File: config.mk
export PLATFORM = sky130hd
export DESIGN_NAME = sweep_servo_duty_cycle_controller_top
export DESIGN_NICKNAME = d
export VERILOG_FILES = /design/src/design/ssdc_pkg.sv /design/src/design/ssdc_step.sv /design/src/design/sweep_servo_duty_cycle_controller_top.sv
export SDC_FILE = /design/constraint.sdc
export NUM_CORES = 1
export LEC_CHECK = 0
export ABC_AREA = 1
export BUFFER_PORTS_ARGS = -buffer_cell sky130_fd_sc_hd__buf_2
export CAP_MARGIN = 20
export CORE_ASPECT_RATIO = 0.5
export CORE_MARGIN = 1.5
export CORE_UTILIZATION = 41
export DETAILED_ROUTE_END_ITERATION = 8
export MAX_ROUTING_LAYER = met4
export PLACE_DENSITY_LB_ADDON = 0.2
export SLEW_MARGIN = 20
export SYNTH_ARGS = -nofsm -noshare
export SYNTH_HDL_FRONTEND = slang
export SYNTH_HIERARCHICAL = 1
export SYNTH_SLANG_ARGS = --single-unit
File: constraint.sdc
create_clock -name clk -period 3 [get_ports clk]
set_input_delay 0.6 -clock clk [delete_from_list [all_inputs] [get_ports clk]]
set_output_delay 0.6 -clock clk [all_outputs]
set_load 0.02 [all_outputs]
File: src/design/ssdc_pkg.sv
// Shared types, constants and helpers for the servo sweep controller.
// No dependencies; imported by ssdc_step and the top level.
package ssdc_pkg;

  localparam int MAX_SPEED = 10;
  localparam int MIN_SPEED = 0;

  localparam logic [7:0] ANGLE_TOP       = 8'd180;
  localparam logic [7:0] IRRIGATE_RESET  = 8'd20;
  localparam logic [7:0] PAUSE_RESET     = 8'd60;

  localparam logic [4:0] SPEED_HI = 5'(MAX_SPEED);
  localparam logic [4:0] SPEED_LO = 5'(MIN_SPEED);

  typedef enum logic [1:0] {
    MODE_OFF   = 2'd0,
    MODE_ON    = 2'd1,
    MODE_PAUSE = 2'd2
  } mode_t;

  typedef enum logic [2:0] {
    FN_UPDATE    = 3'd0,
    FN_TICK      = 3'd1,
    FN_TOGGLE    = 3'd2,
    FN_SET_SPEED = 3'd3,
    FN_SPEED_UP  = 3'd4,
    FN_SPEED_DN  = 3'd5
  } func_t;

  typedef enum logic {
    CFG_IRRIGATE = 1'b0,
    CFG_PAUSE    = 1'b1
  } cfg_index_t;

  // Packed MSB first, so mode lands in the lowest bits of tdata.
  typedef struct packed {
    logic [3:0] speed;
    logic [6:0] step_delay_ms;
    logic       moved;
    logic       servo_enabled;
    logic [7:0] angle;
    logic [1:0] mode;
  } ssdc_result_t;

  // 10 * (MAX_SPEED - speed + 1), clamped to the 7-bit field.
  function automatic logic [6:0] step_delay(input logic [3:0] spd);
    int d;
    d = 10 * (MAX_SPEED - int'(spd) + 1);
    if (d > 127) d = 127;
    if (d < 0) d = 0;
    return 7'(d);
  endfunction

endpackage

File: src/design/ssdc_step.sv
// Controller state and per-beat next-state logic for the servo sweep controller.
// Depends on ssdc_pkg.
module ssdc_step import ssdc_pkg::*; (
  input  logic         clk,
  input  logic         rst,
  input  logic         cfg_we,
  input  logic         cfg_index,
  input  logic [7:0]   cfg_data,
  input  logic         fire,
  input  logic [2:0]   func,
  input  logic [3:0]   new_speed,
  output ssdc_result_t result
);

  mode_t      mode, mode_next;
  logic [7:0] angle, angle_next;
  logic       sweep_down, sweep_down_next;
  logic [3:0] speed, speed_next;
  logic [7:0] tick_count, tick_count_next;
  logic       stop_flag, stop_flag_next;
  logic [7:0] irrigate_ticks, pause_ticks;

  logic       moved;
  logic [7:0] tick_inc;
  logic [7:0] limit;
  logic [4:0] spd_req;
  logic       spd_try;
  logic       dir_down;

  always_ff @(posedge clk) begin
    if (rst) begin
      irrigate_ticks <= IRRIGATE_RESET;
      pause_ticks    <= PAUSE_RESET;
    end else if (cfg_we) begin
      case (cfg_index_t'(cfg_index))
        CFG_IRRIGATE: irrigate_ticks <= cfg_data;
        CFG_PAUSE:    pause_ticks    <= cfg_data;
        default:      ;
      endcase
    end
  end

  always_comb begin
    mode_next       = mode;
    angle_next      = angle;
    sweep_down_next = sweep_down;
    speed_next      = speed;
    tick_count_next = tick_count;
    stop_flag_next  = stop_flag;
    moved           = 1'b0;
    spd_req         = {1'b0, new_speed};
    spd_try         = 1'b0;
    tick_inc        = tick_count + 8'd1;
    limit           = (mode == MODE_ON) ? irrigate_ticks : pause_ticks;
    // reverse at either end before taking the step
    dir_down        = sweep_down ^ ((!sweep_down && angle >= ANGLE_TOP) ||
                                    (sweep_down && angle == 8'd0));

    case (func_t'(func))
      FN_UPDATE: begin
        if (mode == MODE_ON) begin
          if (stop_flag) begin
            mode_next = MODE_PAUSE;
          end else begin
            sweep_down_next = dir_down;
            angle_next      = dir_down ? angle - 8'd1 : angle + 8'd1;
            moved           = 1'b1;
          end
        end else if (mode == MODE_PAUSE && !stop_flag) begin
          mode_next = MODE_ON;
        end
      end
      FN_TICK: begin
        if (mode != MODE_OFF) begin
          if (tick_inc >= limit) begin
            tick_count_next = 8'd0;
            stop_flag_next  = (mode == MODE_ON);
          end else begin
            tick_count_next = tick_inc;
          end
        end
      end
      FN_TOGGLE: begin
        tick_count_next = 8'd0;
        if (mode == MODE_ON) begin
          mode_next = MODE_OFF;
        end else begin
          mode_next      = MODE_ON;
          stop_flag_next = 1'b0;
        end
      end
      FN_SET_SPEED: begin
        spd_try = 1'b1;
      end
      FN_SPEED_UP: begin
        spd_req = {1'b0, speed} + 5'd1;
        spd_try = 1'b1;
      end
      FN_SPEED_DN: begin
        // below zero wraps to 31 in the 5-bit request: never in range
        spd_req = {1'b0, speed} - 5'd1;
        spd_try = (speed != 4'd0);
      end
      default: ;
    endcase

    if (spd_try && spd_req >= SPEED_LO && spd_req <= SPEED_HI) begin
      speed_next = spd_req[3:0];
    end

    result.mode          = mode_next;
    result.angle         = angle_next;
    result.servo_enabled = (mode_next != MODE_OFF);
    result.moved         = moved;
    result.step_delay_ms = moved ? step_delay(speed) : 7'd0;
    result.speed         = speed_next;
  end

  always_ff @(posedge clk) begin
    if (rst) begin
      mode       <= MODE_OFF;
      angle      <= 8'd0;
      sweep_down <= 1'b0;
      speed      <= 4'd0;
      tick_count <= 8'd0;
      stop_flag  <= 1'b0;
    end else if (fire) begin
      mode       <= mode_next;
      angle      <= angle_next;
      sweep_down <= sweep_down_next;
      speed      <= speed_next;
      tick_count <= tick_count_next;
      stop_flag  <= stop_flag_next;
    end
  end

endmodule

File: src/design/sweep_servo_duty_cycle_controller_top.sv
// Top level of the servo sweep controller: stream handshake and result register.
// Depends on ssdc_pkg and ssdc_step.
//
//  channel  | direction | beat contents
//  ---------+-----------+-------------------------------------------------
//  s_axis   | in        | event: func, new_speed
//  m_axis   | out       | status: mode, angle, enable, moved, delay, speed
//  cfg      | in        | index 0 irrigate_ticks, index 1 pause_ticks
//
// One event per clock while the status output is not stalled. State updates at the accepting edge; the status
// beat is valid the next cycle from the result register.
// s_tready is high whenever the result register is empty or being drained,
// so a stalled output holds the input only while the status is not taken.
// rst is synchronous; controller state, config and m_tvalid return to their reset values (result_q is not reset).
module sweep_servo_duty_cycle_controller_top import ssdc_pkg::*; (
  input  logic        clk,
  input  logic        rst,
  input  logic        cfg_we,
  input  logic        cfg_index,
  input  logic [7:0]  cfg_data,
  input  logic        s_tvalid,
  output logic        s_tready,
  input  logic [7:0]  s_tdata,   // [2:0] func, [6:3] new_speed
  output logic        m_tvalid,
  input  logic        m_tready,
  output logic [23:0] m_tdata    // [1:0] mode, [9:2] angle, [10] servo_enabled,
                                 // [11] moved, [18:12] step_delay_ms, [22:19] speed
);

  ssdc_result_t result;
  ssdc_result_t result_q;
  logic         fire;

  assign s_tready = !m_tvalid || m_tready;
  assign fire     = s_tvalid && s_tready;

  ssdc_step u_step (
    .clk       (clk),
    .rst       (rst),
    .cfg_we    (cfg_we),
    .cfg_index (cfg_index),
    .cfg_data  (cfg_data),
    .fire      (fire),
    .func      (s_tdata[2:0]),
    .new_speed (s_tdata[6:3]),
    .result    (result)
  );

  always_ff @(posedge clk) begin
    if (rst) begin
      m_tvalid <= 1'b0;
    end else if (s_tready) begin
      m_tvalid <= s_tvalid;
    end
  end

  always_ff @(posedge clk) begin
    if (fire) begin
      result_q <= result;
    end
  end

  assign m_tdata = {1'b0, result_q};

endmodule

# ---- After elaboration in Yosys (flattened, before gate mapping)
# Index checks and enable logic that the tools add are counted.
dict set report word_totals {
  regBits 64
  input_bits 22
  out_inout_bits 26
  wordCells 91
}
dict set report op_classes {
  addsub 7
  multipliers 1
  magnitude_cmp 6
  eq_ne 10
  mux 24
  n_bitwise 4
  n_reduce_logical 24
}
# operator count
set op_table {}
lappend op_table {{$mux 8} 7}
lappend op_table {{$add 32x2->32 const B} 1}
lappend op_table {{$gt 32x8->1 const B} 1}
lappend op_table {{$lt 32x1->1 const B} 1}
lappend op_table {{$mul 4x32->31 const A} 1}
lappend op_table {{$mux 32} 1}
lappend op_table {{$add 8x1->8 const B} 2}
lappend op_table {{$pmux 8 s2} 1}
lappend op_table {{$pmux 5 s2} 1}
lappend op_table {{$ge 8x8->1} 1}
lappend op_table {{$ge 8x8->1 const B} 1}
lappend op_table {{$logic_not 8->1} 1}
lappend op_table {{$sub 8x1->8 const B} 1}
lappend op_table {{$mux 1} 7}
lappend op_table {{$eq 3x2->1 const B} 2}
lappend op_table {{$eq 3x3->1 const B} 2}
lappend op_table {{$logic_and 1x1->1} 6}
lappend op_table {{$mux 2} 3}
lappend op_table {{$reduce_bool 2->1} 3}
lappend op_table {{$add 4x1->5 const B} 1}
lappend op_table {{$ge 5x1->1 const B} 1}
lappend op_table {{$le 5x4->1 const B} 1}
lappend op_table {{$reduce_and 5->1} 1}
lappend op_table {{$sub 4x1->5 const B} 1}
lappend op_table {{other kinds (19)} 28}

# ---- Longest topological paths before layout
# Gate-level depths: netlist of the first run.
dict set report logic_depth {
  depth_word 8
  mapped_depth 16
  depth_no_buf 16
}

# ---- Hierarchy
# Netlist of the first run, hierarchy kept.
# mod n_inst cells_per_inst area_each_um2 seq_area_each_um2
set by_module_without_submodules {}
lappend by_module_without_submodules {ssdc_step 1 457 3057.9 800.8}
lappend by_module_without_submodules {sweep_servo_duty_cycle_controller_top 1 31 749.5 710.7}

# ---- Least setup slack after synthesis of the first run
# No wires, ideal clock.
dict set report synth_path {
  path_type {input-to-reg}
  start {in s_tvalid}
  end {reg u_step.stop_flag}
  setup_time_ns 0.070
  t_arrival_ns 3.030
  t_required_ns 2.930
  setup_slack_ns -0.101
  stages 8
  n_path_buf 0
  path_cell_list {inv_1 > a21oi_1 > nand2_1 > inv_1 > nand2_1 > inv_1 > nand3_1 > a21oi_1}
}
dict set report synth_between {
  elab_chain_len 2
}
# element line_no
set synth_lines {}
lappend synth_lines {{start, declared} sweep_servo_duty_cycle_controller_top.sv:21} ;# input logic s_tvalid,
lappend synth_lines {{$logic_and 1x1->1} sweep_servo_duty_cycle_controller_top.sv:35} ;# assign fire = s_tvalid && s_tready;
lappend synth_lines {{net fire} sweep_servo_duty_cycle_controller_top.sv:32} ;# logic fire;
lappend synth_lines {{$reduce_and 5->1 (no source line)} -}
lappend synth_lines {{end signal, assigned} ssdc_step.sv:133} ;# stop_flag <= stop_flag_next;
lappend synth_lines {{end, declared} ssdc_step.sv:20} ;# logic stop_flag, stop_flag_next;
# The timed path passes the listed nets, and every way through them passes these cells.
# A chain may end at the register's enable or synchronous reset.

# ---- Final worst setup path of the first run
dict set report layout_path {
  start {reg u_step.speed[1]}
  end {reg result_q (netlist bit m_tdata[17]), data pin}
}
dict set report layout_between {
  elab_chain_len 7
}
# element line_no
set layout_lines {}
lappend layout_lines {{start, declared} ssdc_step.sv:18} ;# logic [3:0] speed, speed_next;
lappend layout_lines {{start signal, assigned} ssdc_step.sv:131} ;# speed <= speed_next;
lappend layout_lines {{$sub 4x4->5 *} ssdc_pkg.sv:48} ;# d = 10 * (MAX_SPEED - int'(spd) + 1);
lappend layout_lines {{$add 32x2->32 *} ssdc_pkg.sv:48}
lappend layout_lines {{$mul 4x32->31 *} ssdc_pkg.sv:48}
lappend layout_lines {{$gt 32x8->1} ssdc_pkg.sv:49} ;# if (d > 127) d = 127;
lappend layout_lines {{$mux 32 *} ssdc_pkg.sv:49}
lappend layout_lines {{$lt 32x1->1} ssdc_pkg.sv:50} ;# if (d < 0) d = 0;
lappend layout_lines {{$reduce_or 2->1 (no source line)} -}
lappend layout_lines {{end signal, assigned} sweep_servo_duty_cycle_controller_top.sv:59} ;# result_q <= result;
lappend layout_lines {{end, declared} sweep_servo_duty_cycle_controller_top.sv:31} ;# ssdc_result_t result_q;
# Mark *: on every way between the ends. The rest lies on a longest branch, timed or not.

==> results of run 1 <==
## cells in the final DEF, fill, tap and decap left out, types with 2 or more instances in the layout
cell type,instances
mux2i_1,7
a21oi_2,7
inv_1,69
edfxtp_1,23
nor2_1,45
o21ai_1,13
nand4_1,5
nor2_2,4
ha_1,24
xnor2_1,4
inv_2,8
nand2_2,7
or2_1,3
clkinv_1,4
fa_1,3
o211ai_1,2
xor2_1,7
a21oi_1,30
dfxtp_1,41
nand3_1,43
o21a_1,2
buf_4,10
nand3b_1,3
clkbuf_16,9
nor3_1,3
nand2_1,89
o21ai_0,24
buf_2,45
## stage by stage
stage	setup slack (ns)	hold WS [ns]
6_report	0.308	0.456
5_1_grt	0.0847	0.484
4_1_cts	0.291	0.459
3_5_place_dp	0.149	0.445
2_1_floorplan	0.334	0.429
3_3_place_gp	0.157	0.438
## synth_stat cells (all sizes together), types with 2 or more instances
master | n | area share
fa | 3 | 0.016
inv | 77 | 0.076
o21a | 2 | 0.0039
nand3b | 3 | 0.0059
buf | 4 | 0.0082
a21oi | 37 | 0.055
nor2 | 50 | 0.054
nand3 | 45 | 0.064
or2 | 4 | 0.0066
clkbuf | 5 | 0.0049
nand2 | 96 | 0.099
o21ai | 38 | 0.051
xnor2 | 4 | 0.0092
a211oi | 2 | 0.0053
nor3 | 4 | 0.0082
xor2 | 7 | 0.016
mux2i | 7 | 0.018
nand4 | 5 | 0.0082
edfxtp | 23 | 0.18
o211ai | 2 | 0.0039
ha | 24 | 0.079
dfxtp | 41 | 0.22
## how the worst max path moves through the flow
| stage | from | to |
|---|---|---|
| final | u_step/speed[1] | m_tdata[17] |
| after detailed placement | s_tdata[1] | m_tdata[22] |
| after floorplan | s_tdata[1] | m_tdata[22] |
| after global placement | s_tdata[1] | m_tdata[22] |
| after global routing | u_step/speed[1] | m_tdata[17] |
| after CTS | u_step/speed[1] | m_tdata[17] |
## kinds of logic after synthesis
kind of cell	count (synthesis)	share of synthesized area
AO/OA/AOI/OAI	85	0.129
XOR/XNOR	11	0.0253
adder cells (fa/ha/maj)	27	0.0946
buffers and inverters	86	0.0891
flip-flops	64	0.397
multiplexers	7	0.0184
other	1	0.000985
AND/OR/NAND/NOR	207	0.246
## metal layers
layer / vias to the layer above / routed length, µm / track usage
li1: 1703 / - / -
met1: 1465 / 3920 / 0.217
met2: 35 / 3770 / 0.307
met3: 7 / 214 / 0.0515
met4: 0 / 94 / 0.0650
met5: - / 0 / -
## final cells by class
class	count	share of cell area
Clock buffer	10	0.0510
Clock inverter	6	0.0112
Inverter	77	0.0644
Multi-Input combinational cell	338	0.437
Sequential cell	64	0.337
Tap cell	117	0.0326
Timing Repair Buffer	55	0.0669
## sequential cells by signal, summed over array words and instances (netlist names)
signal,cells
m_tdata,23
m_tvalid,1
u_step/angle,8
u_step/irrigate_ticks,8
u_step/mode,2
u_step/pause_ticks,8
u_step/speed,4
u_step/stop_flag,1
u_step/sweep_down,1
u_step/tick_count,8
## report_power, final
part	internal (µW)	total [µW]	switching, µW
clock	629	991	361
sequential	949	975	26.4
combinational	113	304	191
total	1690	2270	579
## worst max-delay path, delay by kind of cell, from the launching register on
| family | cells | cell delay, ns |
|---|---|---|
| fa+ha+maj | 4 | 1.28 |
| buf+inv | 2 | 0.19 |
| flops | 1 | 0.39 |
| simple gates | 4 | 0.59 |
==> results.cfg, run 1 <==
[clock_tree]
post_cts_buffers = 0
path_clk_slew_ns = 0.05
root_buffer = clkbuf_16
clk_latency_ns = 0.33
hold_buffers = 0
cts_resized = 0
cts_buffers = 9
cts_tree = yes
cts_max_level = 3
clockBufferDepth = 2
clock_sinks = 64

[critical_path]
cp.arrival_ns = 2.78
reg2reg_slack_ns = 0.31
path_class = reg -> reg
crit_chain = inv_1 > ha_1 > or2_2 > nand2_1 > fa_1 > inv_1 > ha_1 > fa_1 > nor2_1 > nor2_1
crit_required_ns = 3.08
r2r-end = m_tdata[17]
rr_startpoint = u_step/speed[1]
start_kind = flip-flop
worst_setup_path_end_kind = flip-flop
critPathMaxFanout = 4
rr_worst_depth = 10
slowest_delay_ns = 0.43
slowest_stage = fa_1

[sta]
rsz0062_at_grt = false
fin_crit_ns = 2.69
setup_viol = 0
setup-tns-final_ns = 0
slew_headroom = 0.632
tightestPinTransition_ns = 0.552
maxSlewViolCount = 0
finalCritPeriodShare = 0.897
finalHoldViolCount = 0
fmax_mhz = 371
clock_skew_ns = 0.00523

[route]
ant_nets = 0
drt_iter0_markers = 179
first_pass_iters = 6
dr_total_vias = 3210
wire_per_inst_um = 12.0
drt_wl_total_um = 8000
viasPerCell = 4.81
remaining_drc_errors = 1

[floorplanning]
start_util = 0.430
coreArea_mm2 = 0.00886
die-area_mm2 = 0.00991
pin_count = 48
die_w_um = 139
chipHeight_um = 71.1
rows = 24

[synthesis]
ys_seq_area_frac = 0.397
syn_inst = 488
syn_area_mm2 = 0.00381
synth_edf_count = 23
syn_nets = 537
avgSynthCellArea_um2 = 7.80
synth_cell_types = 41
synth-main-ff-cell = dfxtp_1
async_flop_share = 0
ys_ff_latch = 64
yosysWarnings = 6

[layout]
layout.nets = 594
drive_gt1_frac = 0.182
multi_input_area_mm2 = 0.00196
fin_util = 0.506
final_area_mm2 = 0.00449
stdcell_count = 667
fill_cells = 873
final-seq-area_mm2 = 0.00151
area_growth_pct = 17.8
insertedDiodeCount = 0

[global_route]
grt_use_total = 0.185
overflow = 0
antenna_found_initial = 0
grt_pass1_vias = 3092
grt_max_degree = 24
grt_pass1_wl_um = 14000

[hold_path]
worstHoldEndpoint = u_step/irrigate_ticks[4]
hold-path-cell-count = 2
hp-start = u_step/irrigate_ticks[4]
min_path_type = reg -> reg

[pwr]
peakVddDrop_mv = 0.273
cellPowerDensity_mw_per_mm2 = 506
p_total_uw = 2270
p_leak_uw = 0.00220

[outcome]
status = finished, violations left
violations = DRC

[placement]
dp_hpwl_um = 5940
post_dp_cell_area_mm2 = 0.00421
dp_cells = 651
port_buffers = 45
gp_congestion = 0.883

[job]
drv_cap = 0
No activity file was read; power rests on OpenSTA's default activity.
==> inputs of run 2 (changes only) <==
--- a/config.mk
+++ b/config.mk
@@ -8,7 +8,6 @@
 export ABC_AREA = 1
 export BUFFER_PORTS_ARGS = -buffer_cell sky130_fd_sc_hd__buf_2
 export CAP_MARGIN = 20
-export CORE_ASPECT_RATIO = 0.5
 export CORE_MARGIN = 1.5
 export CORE_UTILIZATION = 41
 export DETAILED_ROUTE_END_ITERATION = 8
==> results.cfg, run 2 (same netlist as run 1, synthesis figures left out) <==
[outcome]
status = completed

[layout]
fill_cells = 893
area_growth_pct = 15.5
layout.nets = 596
final_cell_mix = nand2_1 (89), inv_1 (69), buf_2 (45), nor2_1 (45), nand3_1 (43)
layout_commonest_cell = nand2_1
largest_register_ffs = 23
drive_gt1_frac = 0.190
insertedDiodeCount = 0

[critical_path]
reg2reg_slack_ns = 0.30
crit_chain = inv_1 > ha_1 > or2_2 > nand2_1 > fa_1 > inv_1 > ha_1 > fa_1 > nor2_1 > nor2_1
worst_setup_path_end_kind = flip-flop
slowest_stage = fa_1
slowest_delay_ns = 0.43
r2r-end = m_tdata[17]
critical-path-top-delay-family = adder cells
rr_worst_depth = 10
cp.depth = 10
cp.arrival_ns = 2.80
path_buf_inv = 2
crit_required_ns = 3.10
rr_startpoint = u_step/speed[1]
path_class = reg -> reg
cp-endpoint = m_tdata[17]
start_kind = flip-flop
crit_path_start = u_step/speed[1]
critPathMaxFanout = 4

[pwr]
cellPowerDensity_mw_per_mm2 = 457
peakVddDrop_mv = 0.216
p_total_uw = 2010
p_leak_uw = 0.00217

[global_route]
use_met3 = 0.0344
grt_pass1_vias = 3103
use_met1 = 0.209
grt_max_degree = 24
grt_pass1_wl_um = 13800
grt_use_met2 = 0.310
overflow = 0
antenna_found_initial = 0
busiest_layer = met2
grt_use_total = 0.179

[floorplanning]
chipHeight_um = 99.4
rows = 34
coreArea_mm2 = 0.00885
die-area_mm2 = 0.00987
start_util = 0.430
die_w_um = 99.4
pin_count = 48

[sta]
setup_slack_ns = 0.296
fin_crit_ns = 2.70
slew_headroom = 0.623
clock_skew_ns = 0.00940
finalHoldViolCount = 0
finalCritPeriodShare = 0.901
maxSlewViolCount = 0
rsz0062_at_grt = false
setup_viol = 0
setup-tns-final_ns = 0
tightestPinTransition_ns = 0.563
fmax_mhz = 370

[clock_tree]
hold_buffers = 0
path_clk_slew_ns = 0.07
post_cts_buffers = 0
cts_buffers = 9
clockBufferDepth = 2
clock_sinks = 64
cts_max_level = 3
cts_resized = 0
cts_tree = yes
root_buffer = clkbuf_8
clk_latency_ns = 0.35

[route]
ant_nets = 0
dr_total_vias = 3283
first_pass_iters = 4
remaining_drc_errors = 0
wire_per_inst_um = 12.2
drt_wl_total_um = 8050
drt_iter0_markers = 137
viasPerCell = 4.97

[hold_path]
min_path_type = in -> reg

[job]
drv_cap = 0

[placement]
port_buffers = 45
gp_congestion = 0.885
place_ws_ns = 0.172
dp_hpwl_um = 6010
==> run 2: through the flow <==
| stage | utilization | hold WS, ns | cell area, µm² | std cells |
|---|---|---|---|---|
| detailed placement | 0.476 | 0.451 | 4210 | 644 |
| global placement | 0.476 | 0.441 | 4210 | 644 |
| floorplan | - | 0.429 | 3810 | 488 |
| finish | 0.497 | 0.471 | 4400 | 660 |
| CTS | 0.497 | 0.460 | 4400 | 660 |
| global route | 0.497 | 0.480 | 4400 | 660 |
==> run 2: worst min path at each step <==
stage / cells after the start / from / end / slack [ns]
2_1_floorplan: 2 / u_step/irrigate_ticks[2] / u_step/irrigate_ticks[2] / 0.43
3_3_place_gp: 2 / u_step/irrigate_ticks[4] / u_step/irrigate_ticks[4] / 0.44
3_5_place_dp: 2 / u_step/irrigate_ticks[4] / u_step/irrigate_ticks[4] / 0.45
4_1_cts: 3 / cfg_data[2] / u_step/pause_ticks[2] / 0.46
5_1_grt: 3 / cfg_data[2] / u_step/pause_ticks[2] / 0.48
6_report: 3 / cfg_data[2] / u_step/pause_ticks[2] / 0.47
==> run 2: final cells by class <==
class                   instances  area [µm²]  area share
well taps                     108         135      0.0307
multi-input cells             338        1960       0.446
flip-flops and latches         64        1510       0.344
clock inverters                 7        62.6      0.0142
inverters                      77         289      0.0657
repair buffers                 57         315      0.0717
clock buffers                   9         124      0.0282
==> run 2: tightest hold or removal path, stage by stage <==
cell and delay (ns):
buf_2 0.09, nand2_1 0.05, nand3_1 0.05
==> run 2: power breakdown <==
part / internal (µW) / switching (µW)
Clock: 375 / 354
Combinational: 115 / 194
Sequential: 947 / 27.5
Total: 1440 / 575
==> run 2: layer usage <==
| layer | vias up | wire [µm] |
|---|---|---|
| met1 | 1490 | 3790 |
| met5 | - | 0 |
| met4 | 0 | 110 |
| met3 | 10 | 243 |
| met2 | 70 | 3910 |
| li1 | 1713 | - |
==> inputs of run 3 (changes only) <==
--- a/config.mk
+++ b/config.mk
@@ -8,7 +8,7 @@
 export ABC_AREA = 1
 export BUFFER_PORTS_ARGS = -buffer_cell sky130_fd_sc_hd__buf_2
 export CAP_MARGIN = 20
-export CORE_MARGIN = 1.5
+export CORE_MARGIN = 5
 export CORE_UTILIZATION = 41
 export DETAILED_ROUTE_END_ITERATION = 8
 export MAX_ROUTING_LAYER = met4
==> constraint.sdc (replaced) <==
create_clock -name clk -period 2.72 [get_ports clk]
set_input_delay 0.544 -clock clk [delete_from_list [all_inputs] [get_ports clk]]
set_output_delay 0.544 -clock clk [all_outputs]
set_load 0.02 [all_outputs]
==> results.cfg, run 3 (same netlist as run 1, synthesis figures left out) <==
[outcome]
status = completed

[critical_path]
cp.arrival_ns = 2.67
rr_worst_depth = 10
rr_startpoint = u_step/speed[1]
reg2reg_slack_ns = 0.14
crit_required_ns = 2.81
critical-path-top-delay-family = adder cells
start_kind = flip-flop
slowest_stage = fa_1
worst_setup_path_end_kind = flip-flop
r2r-end = m_tdata[17]
path_class = reg -> reg
path_buf_inv = 2
slowest_delay_ns = 0.43
critPathMaxFanout = 3
crit_chain = inv_1 > ha_1 > or2_2 > nand2_1 > fa_1 > inv_1 > ha_1 > fa_1 > nor2_1 > nor2_1

[placement]
dp_hpwl_um = 6210
place_ws_ns = 0.0301
dp_cells = 654
gp_congestion = 0.853
port_buffers = 45

[global_route]
grt_pass1_wl_um = 14000
overflow = 0
grt_pass1_vias = 3041
antenna_found_initial = 0
grt_max_degree = 23
grt_use_total = 0.158

[sta]
setup_slack_ns = 0.145
clock_skew_ns = 0.00977
maxSlewViolCount = 0
fin_crit_ns = 2.58
hold_ws_ns = 0.417
tightestPinTransition_ns = 0.552
rsz0062_at_grt = false
finalHoldViolCount = 0
fmax_mhz = 388
finalCritPeriodShare = 0.947
setup-tns-final_ns = 0
slew_headroom = 0.632
setup_viol = 0

[clock_tree]
cts_resized = 0
root_buffer = clkbuf_8
post_cts_buffers = 0
hold_buffers = 0
cts_tree = yes
cts_buffers = 9
clock_sinks = 64
clockBufferDepth = 2
clk_latency_ns = 0.33
cts_max_level = 3
path_clk_slew_ns = 0.08

[floorplanning]
rows = 35
die-area_mm2 = 0.0113
chipHeight_um = 106
start_util = 0.416
die_w_um = 106
pin_count = 48
coreArea_mm2 = 0.00915

[hold_path]
min_path_type = in -> reg
worstHoldEndpoint = u_step/pause_ticks[3]
hp-start = cfg_data[3]
hold-path-cell-count = 3

[route]
viasPerCell = 4.90
drt_iter0_markers = 114
wire_per_inst_um = 12.4
ant_nets = 0
remaining_drc_errors = 0
first_pass_iters = 6
drt_wl_total_um = 8300
dr_total_vias = 3286

[layout]
fill_cells = 893
insertedDiodeCount = 0
layout.nets = 603
drive_gt1_frac = 0.200
layout_commonest_cell = nand2_1
largest_register_ffs = 23
final_cell_mix = nand2_1 (89), inv_1 (69), buf_2 (45), nor2_1 (45), nand3_1 (43)
multi_input_area_mm2 = 0.00196
final-seq-area_mm2 = 0.00151
stdcell_count = 670
area_growth_pct = 17.6

[pwr]
cellPowerDensity_mw_per_mm2 = 516
peakVddDrop_mv = 0.294
p_leak_uw = 0.00221
p_total_uw = 2310

[job]
drv_cap = 0
[run 3: layer usage]
layer	track usage	share of wire
met2	0.257	0.49
met4	0.0416	0.0053
met1	0.199	0.46
met3	0.0340	0.043
met5	-	0
[run 3: final cells by class]
| cell class | instances | area share |
|---|---|---|
| clock buffers | 10 | 0.0285 |
| clock inverters | 6 | 0.0187 |
| inverters | 77 | 0.0645 |
| multi-input cells | 338 | 0.438 |
| flip-flops and latches | 64 | 0.337 |
| well taps | 111 | 0.0310 |
| repair buffers | 64 | 0.0821 |
[run 3: tightest hold or removal path: stages]
cell and delay, ns:
buf_2 0.09, nand2_1 0.04, nand3_1 0.05
[run 3: how the worst max path moves through the flow]
stage,startpoint,slack (ns),depth (start not counted),endpoint
after global placement,s_tdata[1],0.01,15,m_tdata[22]
final,u_step/speed[1],0.14,10,m_tdata[17]
after CTS,u_step/speed[1],0.13,10,m_tdata[17]
after floorplan,u_step/speed[0],0.07,10,m_tdata[17]
after global routing,u_step/speed[0],0.02,10,m_tdata[17]
after detailed placement,s_tdata[1],0.03,15,m_tdata[22]
[run 3: power breakdown]
part | internal, µW | total (µW) | switching [µW]
combinational | 134 | 354 | 219
sequential | 1040 | 1070 | 27.6
clock | 512 | 887 | 376
total | 1690 | 2310 | 623
[run 3: per-stage QoR]
step,util,instance area [µm²]
after floorplan,-,3810
after global placement,0.466,4270
after detailed placement,0.466,4270
after CTS,0.489,4480
after global routing,0.489,4480
final,0.489,4480
